[src/hw/rtl/mrcs_pkg.sv]
package mrcs_pkg;

    // opcodes of an input word
    localparam logic [1:0] OP_WRITE = 2'd0;
    localparam logic [1:0] OP_SWAP_ROWS = 2'd1;
    localparam logic [1:0] OP_SWAP_COLS = 2'd2;
    localparam logic [1:0] OP_READ = 2'd3;

    // configuration register indexes
    localparam logic CFG_ROWS = 1'b0;
    localparam logic CFG_COLS = 1'b1;

    // size registers come out of reset at 64
    localparam logic [6:0] SIZE_RESET = 7'd64;

    typedef enum logic [2:0] {
        S_IDLE,
        S_DECODE,
        S_ELEM_WAIT,
        S_SWAP_WA,
        S_SWAP_WB,
        S_DONE
    } t_state;

    // controller to datapath
    typedef struct packed {
        logic load_item;    // capture input word, clear pair counter
        logic res_init;     // result value 0, error flag from range check
        logic elem_wr;      // store the element write
        logic rd_issue;     // read the element or the current pair
        logic rd_next;      // pair read uses counter plus one
        logic wr_p;         // write first cell of pair with second's data
        logic wr_q;         // write second cell of pair with first's data
        logic cnt_inc;      // advance pair counter
        logic res_capture;  // result value from read data
        logic out_load;     // move result into output register
    } t_cmd;

    // datapath to controller
    typedef struct packed {
        logic [1:0] op;
        logic       err;
        logic       same;
        logic       last;
        logic       out_free;
    } t_status;

endpackage

[src/hw/rtl/mrcs_ctrl.sv]
module mrcs_ctrl
    import mrcs_pkg::*;
(
    input  logic    i_clk,
    input  logic    i_rst_n,
    input  logic    i_valid,
    output logic    o_ready,
    input  t_status i_status,
    output t_cmd    o_cmd
);

    t_state r_state;
    t_state n_state;

    // state register
    always_ff @(posedge i_clk) begin
        if (!i_rst_n) begin
            r_state <= S_IDLE;
        end else begin
            r_state <= n_state;
        end
    end

    // next state
    always_comb begin
        n_state = r_state;
        unique case (r_state)
            S_IDLE: begin
                if (i_valid) begin
                    n_state = S_DECODE;
                end
            end
            S_DECODE: begin
                if (i_status.err) begin
                    n_state = S_DONE;
                end else begin
                    case (i_status.op)
                        OP_WRITE: n_state = S_DONE;
                        OP_READ:  n_state = S_ELEM_WAIT;
                        default:  n_state = i_status.same ? S_DONE : S_SWAP_WA;
                    endcase
                end
            end
            S_ELEM_WAIT: n_state = S_DONE;
            S_SWAP_WA:   n_state = S_SWAP_WB;
            S_SWAP_WB: begin
                n_state = i_status.last ? S_DONE : S_SWAP_WA;
            end
            S_DONE: begin
                if (i_status.out_free) begin
                    n_state = S_IDLE;
                end
            end
            default: n_state = S_IDLE;
        endcase
    end

    // outputs
    always_comb begin
        o_cmd   = '0;
        o_ready = 1'b0;
        unique case (r_state)
            S_IDLE: begin
                o_ready        = 1'b1;
                o_cmd.load_item = i_valid;
            end
            S_DECODE: begin
                o_cmd.res_init = 1'b1;
                if (!i_status.err) begin
                    case (i_status.op)
                        OP_WRITE: o_cmd.elem_wr = 1'b1;
                        OP_READ:  o_cmd.rd_issue = 1'b1;
                        default:  o_cmd.rd_issue = !i_status.same;
                    endcase
                end
            end
            S_ELEM_WAIT: o_cmd.res_capture = 1'b1;
            S_SWAP_WA:   o_cmd.wr_p = 1'b1;
            S_SWAP_WB: begin
                o_cmd.wr_q = 1'b1;
                if (!i_status.last) begin
                    o_cmd.rd_issue = 1'b1;
                    o_cmd.rd_next  = 1'b1;
                    o_cmd.cnt_inc  = 1'b1;
                end
            end
            S_DONE: o_cmd.out_load = i_status.out_free;
            default: o_cmd = '0;
        endcase
    end

endmodule

[config.mk]
export PLATFORM = sky130hd
export DESIGN_NAME = mrcs_ctrl
export DESIGN_NICKNAME = d
export VERILOG_FILES = /design/src/hw/rtl/mrcs_pkg.sv /design/src/hw/rtl/mrcs_ctrl.sv
export SDC_FILE = /design/constraint.sdc
export NUM_CORES = 1
export LEC_CHECK = 0
export BUFFER_PORTS_ARGS = -buffer_cell sky130_fd_sc_hd__buf_2
export CORE_AREA = 2 2 39 41
export CTS_CLUSTER_SIZE = 40
export DETAILED_ROUTE_END_ITERATION = 8
export DIE_AREA = 0 0 41 43
export GPL_TIMING_DRIVEN = 0
export PLACE_DENSITY = 0.5
export SYNTH_ARGS = -nofsm -noshare
export SYNTH_HDL_FRONTEND = slang
export SYNTH_SLANG_ARGS = --single-unit
[constraint.sdc]
create_clock -name i_clk -period 2.6 [get_ports i_clk]
set_clock_uncertainty 0.2 [all_clocks]
set_input_delay 0.65 -clock i_clk [delete_from_list [all_inputs] [get_ports i_clk]]
set_output_delay 0.65 -clock i_clk [all_outputs]
set_load 0.01 [all_outputs]
==> reports/results.ini, run 1 <==
[outcome]
outcome = completed

[finish]
final_layout_size_suffix_gt1_share_pct = 52.2
layout.nets = 82
largest_reg_flops = 3
antennaDiodeCount = 0
area_growth_pct = 61.2
regMostFlops = r_state
num-fill-cells = 154
final_cells = 85
reg_top3 = r_state: 3 flops

[worst_setup_path]
critPathKind = input port to primary output
cp-end-kind = primary output
path_max_fanout = 3
cp.required_ns = 1.75
worstSetupStartpointType = input port
cp.arrival_ns = 1.73
reg2reg_slack_ns = 1.15

[drt]
routed_wl_um = 885
wl_per_cell_um = 10.4
num_vias = 394
drt_iter0_markers = 6
vias_per_cell = 4.64
dr.pass1.iters = 4
ant_nets = 0
drc = 0

[timing]
layout_setup_ws_ns = 0.0187
fmax_ghz = 0.387
worstMarginPinSlew_ns = 0.314
layout_min_cycle_time_ns = 2.58
setup-tns-final_ns = 0
report.final.slew_viol_count = 0
grt_setup_unrepaired = true
whs_ns = 0.458
fin_crit_sh_pct = 99.3
slew_headroom_pct = 79.0
setup_viol = 0
finalHoldViolCount = 0

[cts]
clk_path_buf_depth = 2
clkSlewWorstSetupHoldPaths_ns = 0.04
cts_tree = yes
clk_latency_ns = 0.24
cts_sinks = 3
cts_hold_buf = 0
cts_htree_levels = 1
cts_inserted_buffers = 3
cts-root-buf = clkbuf_4

[logic_synthesis]
synth.avg_cell_area_um2 = 7.80
syn_inst = 43
yosysTopAreaCellShare_pct = 17.9
ys_warn_count = 0
ys_seq_area_share_pct = 17.9
ys_seq_elements = 3
synth_area_leaders = dfxtp_1 (18%), ha_1 (11%), nand2b_4 (8.2%)
synth_nets = 55
synth_top_area_cell = dfxtp_1
syn_area_um2 = 335
synth_cell_types = 24

[pwr]
p_sw_w = 0.000158
p_seq_share_pct = 24.4
p_comb_share_pct = 53.9
internal-power_w = 0.000232
p_clk_share_pct = 21.7
p_sw_share_pct = 40.6
p_leak_nw = 0.286
ir_drop_v = 0.000266
totalPowerFinal_w = 0.000391
p_per_area_nw_per_um2 = 722

[floorplan]
start_util_pct = 24.2
die_area_um2 = 1760
num_io_pins = 20
die_h_um = 43
core_area_um2 = 1380
dieWidth_um = 41
rows = 14

[placement]
dp.cells = 78
dp_hpwl_um = 623
gp_congestion = 0.609
post-place-ws_ns = -0.152
port_buffers = 19

[grt]
grt_usage_pct = 11.3
antenna_found_initial = 0
grt_overflow = 0
grt_max_degree = 11
grt_pass1_wl_um = 1320
grt_pass1_vias = 326

[min_path]
hold_class = flip-flop to flip-flop

[job]
maxCapViolations = 0

placed cells by master, fill, tap and decap left out, drive strengths merged:
cell / count
buf: 23
nor2: 6
inv: 6
nand2b: 5
clkbuf: 5
dfxtp: 3
ha: 3
nor3: 2
nand2: 2
or3: 1
nor4b: 1
a2111o: 1
and2: 1
nand3b: 1
a21oi: 1
mux2: 1
o21bai: 1
o2111ai: 1
a31oi: 1
o32ai: 1
nor2b: 1
o21ai: 1
a22o: 1
Yosys cell counts:
cell type and count:
nand2b_1 3, o32ai_1 1, or3_4 1, o21bai_1 1, clkbuf_2 1, a31oi_1 1
nand2b_4 2, ha_1 3, a21oi_2 1, a2111o_1 1, o2111ai_1 1, nand2_1 2
nand3b_1 1, and2_1 1, nor2b_1 1, nor2_1 6, inv_1 6, buf_4 1
nor3_1 2, a22o_1 1, dfxtp_1 3, mux2_2 1, o21ai_0 1, nor4b_1 1
final cells by class:
cell class / instances / area (um^2) / area share (%)
flip-flops and latches: 3 / 60.1 / 11.1
clock buffers: 4 / 26.3 / 4.86
repair buffers: 22 / 134 / 24.8
plain buffers: 2 / 12.5 / 2.31
multi-input cells: 32 / 260 / 48.1
well taps: 16 / 20.0 / 3.70
inverters: 6 / 27.5 / 5.09
per-layer routing:
| layer | global-route usage (%) | up-vias | routed length [um] |
|---|---|---|---|
| met3 | 6.28 | 2 | 69 |
| li1 | - | 197 | - |
| met2 | 17.5 | 13 | 436 |
| met1 | 12.5 | 182 | 375 |
| met5 | 0 | - | 0 |
| met4 | 4.00 | 0 | 5 |
power groups by stage:
stage	Sequential, W	Clock, W	Combinational, W
5_1_grt	0.0000986	0.0000980	0.000235
2_1_floorplan	0.0000886	0	0.000137
3_5_place_dp	0.0000954	0	0.000198
4_1_cts	0.0000948	0.0000888	0.000206
3_3_place_gp	0.0000973	0	0.000197
6_report	0.0000952	0.0000849	0.000210
through the flow:
stage	util, %	area [um^2]
finish	39.1	541
global route	39.1	541
CTS	36.3	503
detailed placement	32.5	450
global placement	32.5	450
floorplan	-	335
worst paths after layout:
kind	to	from	cells after the start
max	o_cmd[6]	i_status[5]	7
min reg2reg	r_state[2]$_SDFFE_PN0P_	r_state[2]$_SDFFE_PN0P_	2
min	r_state[2]$_SDFFE_PN0P_	r_state[2]$_SDFFE_PN0P_	2
max reg2reg	r_state[1]$_SDFFE_PN0P_	r_state[1]$_SDFFE_PN0P_	4
critical path: stages:
cell and delay [ns]:
buf_8 0.10, inv_4 0.05, ha_4 0.20, nand2b_4 0.13, a2111o_1 0.42, nand2_1 0.06, buf_2 0.12
cell families (layout without fill, tap and decap cells):
family | count (synthesis) | in the layout | synth area share (%)
DFF | 3 | 3 | 17.9
and+or+nand+nor | 20 | 20 | 37.7
buffers and inverters | 8 | 34 | 10.4
adders and majority gates | 3 | 3 | 11.2
muxes | 1 | 1 | 3.36
AOI/OAI and AO/OA | 8 | 8 | 19.4
repair_timing:
action | in CTS | in global routing
resized for setup | 4 | 6
endpoints found under the setup margin | 1 | 1
buffers inserted | 1 | 2
pin swaps | 1 | 3
No activity file was read; power rests on OpenSTA's default activity.
==> inputs of run 2 (changes only) <==
Settings changed: ABC_AREA set to 1, PLACE_DENSITY 0.5 to 0.51.
==> reports/results.ini, run 2 <==
[logic_synthesis]
synth_cell_types = 16  ; -33%
ys_top_cells_by_count = nand2_1 (16), inv_1 (13), nor2_1 (8), nand3_1 (4)
synth.most_common_cell = nand2_1
synth_nets = 71  ; +29%
synth-async-reset-ratio_pct = 0  ; unchanged
synth-edff-count = 0  ; unchanged
ys_seq_area_share_pct = 17.5  ; -0.46 points
syn_inst = 59  ; +37%
ys_warn_count = 0  ; unchanged
synth_area_leaders = dfxtp_1 (17%), nand2_1 (17%), inv_1 (14%)
synthFlopType = dfxtp_1
synth_top_area_cell = dfxtp_1
yosysTopAreaCellShare_pct = 17.5  ; -0.46 points
ys_seq_elements = 3  ; unchanged
synth.avg_cell_area_um2 = 5.83  ; -25%
syn_area_um2 = 344  ; +2.6%

[finish]
layout.nets = 95  ; +16%
regArea_um2 = 60.1  ; unchanged
antennaDiodeCount = 0  ; unchanged
final_core_util_pct = 35.1  ; -4.0 points
final_layout_size_suffix_gt1_share_pct = 37.8  ; -14 points
num-fill-cells = 174  ; +13%
reg_top3 = r_state: 3 flops
final_common_cell = buf_2
layout_common_cells = buf_2 (19), nand2_1 (16), inv_1 (13)
area_growth_pct = 41.1
multiInputGateArea_um2 = 216  ; -17%
final_cells = 98  ; +15%
regMostFlops = r_state
largest_reg_flops = 3  ; unchanged

[timing]
layout_setup_ws_ns = 0.154  ; +0.135 ns
fin_crit_sh_pct = 94.1  ; -5.2 points
slew_headroom_pct = 81.4  ; +2.3 points
setup_viol = 0  ; unchanged
report.final.slew_viol_count = 0  ; unchanged
grt_setup_unrepaired = false
worstMarginPinSlew_ns = 0.278  ; -0.0357 ns
setup-tns-final_ns = 0  ; unchanged
layout_min_cycle_time_ns = 2.45  ; -0.135 ns
fmax_ghz = 0.409  ; +5.5%
finalHoldViolCount = 0  ; unchanged
whs_ns = 0.404  ; -0.0542 ns

[cts]
cts_hold_buf = 0  ; unchanged
post_cts_buffers = 0  ; -1
cts-resized-gates = 0  ; -4
cts_tree = yes
cts_inserted_buffers = 3  ; unchanged
clk_latency_ns = 0.23  ; about the same
cts_htree_levels = 1  ; unchanged
cts_sinks = 3  ; unchanged
clk_path_buf_depth = 2  ; unchanged
clkSlewWorstSetupHoldPaths_ns = 0.04  ; about the same
cts-root-buf = clkbuf_4

[min_path]
hold_class = flip-flop to flip-flop
holdCritStartpoint = r_state[0]$_SDFFE_PN0P_

[pwr]
ir_drop_v = 0.000110  ; -59%
p_leak_nw = 0.319  ; +11%
p_sw_w = 0.0000877  ; -45%
p_seq_share_pct = 25.9  ; +1.5 points
internal-power_w = 0.000149  ; -36%
p_sw_share_pct = 37.1  ; -3.5 points
p_clk_share_pct = 34.5  ; +13 points
p_per_area_nw_per_um2 = 487  ; -33%
p_comb_share_pct = 39.5  ; -14 points

[job]
maxCapViolations = 0  ; unchanged

[grt]
grt_pass1_wl_um = 1110  ; -16%
antenna_found_initial = 0  ; unchanged
grt_pass1_vias = 317  ; -2.8%
grt_max_degree = 8  ; -3
grt_usage_pct = 9.22  ; -2.1 points
grt_overflow = 0  ; unchanged

[outcome]
outcome = completed

[worst_setup_path]
worstSetupStartpointType = input port
cp.arrival_ns = 1.60  ; -0.13 ns
critPathKind = input port to primary output
reg2regPathDepth = 5  ; +1
reg2reg_slack_ns = 1.29  ; +0.14 ns
cp-end-kind = primary output
path_max_fanout = 3  ; unchanged
critPathCapture = o_cmd[6]
cp.required_ns = 1.75  ; about the same
r2r_end = r_state[1]$_SDFFE_PN0P_
r2r-start = r_state[2]$_SDFFE_PN0P_
critical_path.startpoint = i_status[4]

[floorplan]
start_util_pct = 24.9  ; +0.63 points
num_io_pins = 20  ; unchanged
rows = 14  ; unchanged
die_h_um = 43  ; unchanged
core_area_um2 = 1380  ; unchanged
die_area_um2 = 1760  ; unchanged
dieWidth_um = 41  ; unchanged

[placement]
dp.cells = 94  ; +21%
port_buffers = 19  ; unchanged
dp_hpwl_um = 620  ; -0.43%
gp_congestion = 0.663  ; +8.9%
post-place-ws_ns = 0.134  ; +0.287 ns

[drt]
drt_iter0_markers = 2  ; -4
dr.pass1.iters = 2  ; -2
ant_nets = 0  ; unchanged
routed_wl_um = 726  ; -18%
wl_per_cell_um = 7.41  ; -29%
vias_per_cell = 4.02  ; -13%
num_vias = 394  ; unchanged
drc = 0  ; unchanged

-- run 2: cell count changes in the layout (fill, tap and decap cells not counted), moves of 3 or more --
cell,change
buf_4,-3
inv_2,+3
nand2b_4,-3
nand2_1,+14
inv_1,+9
nand3_1,+4
-- run 2: power groups by stage --
stage                      Clock, W  Combinational [W]  Sequential [W]
after floorplan                   0          0.0000646       0.0000600
after global placement            0          0.0000937       0.0000628
after detailed placement          0          0.0000951       0.0000622
after CTS                 0.0000852          0.0000954       0.0000615
after global routing      0.0000881           0.000106       0.0000628
final                     0.0000817          0.0000935       0.0000614
-- run 2: logic make-up after synthesis --
| family | after synthesis | synth area share, % |
|---|---|---|
| AOI/OAI and AO/OA | 2 | 4.37 |
| adders and majority gates | 3 | 10.9 |
| buffers and inverters | 17 | 19.6 |
| DFF | 3 | 17.5 |
| and+or+nand+nor | 34 | 47.6 |
-- run 2: how the worst min path moves through the flow --
stage | endpoint | slack [ns] | cells after the start
3_3_place_gp | r_state[0]$_SDFFE_PN0P_ | 0.40 | 3
3_5_place_dp | r_state[0]$_SDFFE_PN0P_ | 0.40 | 3
6_report | r_state[0]$_SDFFE_PN0P_ | 0.40 | 3
5_1_grt | r_state[2]$_SDFFE_PN0P_ | 0.43 | 3
2_1_floorplan | r_state[0]$_SDFFE_PN0P_ | 0.35 | 3
4_1_cts | r_state[0]$_SDFFE_PN0P_ | 0.41 | 3
-- run 2: routing by layer --
metal	wire length [um]	GRT usage, %	up-vias
li1	-	-	219
met1	320	10.9	160
met2	355	14.4	13
met3	39	0	2
met4	10	8.00	0
met5	0	0	-
-- run 2: per-stage QoR --
stage / instance area [um^2] / power (W)
after floorplan: 344 / 0.000125
after global placement: 459 / 0.000157
after detailed placement: 459 / 0.000157
after CTS: 485 / 0.000242
after global routing: 485 / 0.000257
final: 485 / 0.000237
-- run 2: worst max-delay path, cell delays in order --
cell and delay [ns]:
buf_2 0.10, inv_1 0.04, ha_1 0.29, inv_1 0.08
nand2_1 0.05, nand2_1 0.05, nand3_1 0.11, nand2_1 0.10
buf_2 0.12
-- run 2: area by class of cell --
cell class | instances | area share [%]
repair buffers | 19 | 19.6
inverters | 16 | 12.4
well taps | 16 | 4.12
flip-flops and latches | 3 | 12.4
clock buffers | 4 | 5.41
multi-input cells | 39 | 44.6
plain buffers | 1 | 1.55
==> inputs of run 3 (changes only) <==
Settings changed: PLACE_DENSITY 0.51 to 0.53.
Clock period 2.6 ns to 2.2 ns, I/O delays scaled along.
==> reports/results.ini, run 3 (same netlist as run 2, synthesis figures left out) <==
[grt]
grt_overflow = 0  ; unchanged
antenna_found_initial = 0  ; unchanged
grt_pass1_vias = 386  ; +22%
grt_pass1_wl_um = 1410  ; +27%
grt_usage_pct = 12.4  ; +3.2 points
grt_max_degree = 8  ; unchanged

[pwr]
p_comb_share_pct = 43.2  ; +3.7 points
p_seq_share_pct = 24.4  ; -1.5 points
ir_drop_v = 0.000350  ; +220%
totalPowerFinal_w = 0.000304  ; +28%
p_sw_share_pct = 37.6  ; +0.48 points
p_clk_share_pct = 32.4  ; -2.1 points
p_leak_nw = 0.332  ; +4.2%
p_sw_w = 0.000114  ; +30%
p_per_area_nw_per_um2 = 557  ; +14%
internal-power_w = 0.000190  ; +27%

[timing]
finalHoldViolCount = 0  ; unchanged
slew_headroom_pct = 80.1  ; -1.3 points
fmax_ghz = 0.468
layout_min_cycle_time_ns = 2.14
layout_setup_ws_ns = 0.0636  ; -0.0900 ns
setup_viol = 0  ; unchanged
report.final.slew_viol_count = 0  ; unchanged
fin_crit_sh_pct = 97.1
worstMarginPinSlew_ns = 0.297  ; +0.0188 ns

[cts]
cts-root-buf = clkbuf_4
cts_inserted_buffers = 3  ; unchanged
cts_htree_levels = 1  ; unchanged
cts_sinks = 3  ; unchanged
cts_tree = yes
cts_hold_buf = 0  ; unchanged
clk_path_buf_depth = 2  ; unchanged
clk_latency_ns = 0.24  ; about the same
clkSlewWorstSetupHoldPaths_ns = 0.04  ; about the same

[worst_setup_path]
reg2reg_slack_ns = 0.87  ; -0.42 ns
cp.required_ns = 1.45  ; -0.30 ns
reg2regPathDepth = 5  ; unchanged
critPathKind = input port to primary output
cp.arrival_ns = 1.39  ; -0.21 ns
cp-end-kind = primary output
worstSetupStartpointType = input port
path_max_fanout = 3  ; unchanged

[drt]
num_vias = 429  ; +8.9%
wl_per_cell_um = 8.61  ; +16%
vias_per_cell = 4.25  ; +5.6%
dr.pass1.iters = 4  ; +2
ant_nets = 0  ; unchanged
routed_wl_um = 870  ; +20%
drt_iter0_markers = 9  ; +7
drc = 0  ; unchanged

[placement]
port_buffers = 19  ; unchanged
dp.cells = 94  ; unchanged
post-place-ws_ns = -0.0536  ; -0.188 ns
gp_congestion = 0.667  ; +0.57%
dp_hpwl_um = 655  ; +5.6%

[finish]
largest_reg_flops = 3  ; unchanged
layout_common_cells = buf_2 (17), nand2_1 (13), inv_2 (8), nor2_1 (8), inv_1 (8)
final_cells = 101  ; +3.1%
reg_top3 = r_state: 3 flops
final_layout_size_suffix_gt1_share_pct = 55.3  ; +17 points
antennaDiodeCount = 0  ; unchanged
regMostFlops = r_state
area_growth_pct = 58.5
layout.nets = 98  ; +3.2%
final_common_cell = buf_2

[outcome]
outcome = completed

[floorplan]
rows = 14  ; unchanged
dieWidth_um = 41  ; unchanged
core_area_um2 = 1380  ; unchanged
start_util_pct = 24.9  ; unchanged
num_io_pins = 20  ; unchanged
die_area_um2 = 1760  ; unchanged
die_h_um = 43  ; unchanged

[min_path]
holdPathStages = 3  ; unchanged
hold_class = input port to flip-flop

[job]
maxCapViolations = 0  ; unchanged

-- run 3: cell types whose count changed in the layout (fill, tap and decap cells not counted), sizes merged --
cell  previous run  this run
buf             20        23
-- run 3: cell type report --
type | count | area (um^2)
Timing Repair Buffer | 22 | 126
Fill cell | 158 | 838
Sequential cell | 3 | 63.8
Multi-Input combinational cell | 39 | 241
Inverter | 16 | 60.1
Buffer | 1 | 7.51
Clock buffer | 4 | 26.3
Tap cell | 16 | 20.0
-- run 3: what timing repair did --
| item | 4_1_cts | 5_1_grt |
|---|---|---|
| cloned | 0 | 0 |
| setup endpoints to repair | 2 | 3 |
| resized for setup | 3 | 12 |
| setup buffers | 2 | 1 |
| pin swaps | 3 | 2 |
-- run 3: metal layers --
layer  global-route usage (%)  wire length, um
met3                     4.71               41
met1                     13.5              343
met2                     17.2              448
met4                     12.0               36
met5                        0                0
-- run 3: worst paths after layout --
check                          start                      end
max                      i_status[4]                 o_cmd[6]
max reg2reg  r_state[0]$_SDFFE_PN0P_  r_state[1]$_SDFFE_PN0P_
min                          i_rst_n  r_state[2]$_SDFFE_PN0P_
min reg2reg  r_state[0]$_SDFFE_PN0P_  r_state[0]$_SDFFE_PN0P_
-- run 3: stage by stage --
stage               area [um^2]  hold slack, ns  utilization (%)  TNS [ns]
detailed placement          459           0.395             33.2   -0.0536
global route                546           0.311             39.4   -0.0119
floorplan                   344           0.348                -         0
finish                      546           0.307             39.4         0
CTS                         513           0.304             37.1         0
global placement            459           0.405             33.2   -0.0588
-- run 3: worst max-delay path, cell delays in order --
cell	delay [ns]
buf_4	0.12
inv_2	0.06
ha_4	0.20
inv_2	0.06
nand2_2	0.05
nand2_2	0.07
nand3_2	0.08
nand2_1	0.08
buf_2	0.12
-- run 3: power groups by stage --
stage	combinational (W)	sequential [W]	clock, W
CTS	0.000119	0.0000729	0.000103
detailed placement	0.000112	0.0000731	0
finish	0.000131	0.0000740	0.0000986
floorplan	0.0000763	0.0000709	0
global placement	0.000111	0.0000737	0
global route	0.000147	0.0000752	0.000111
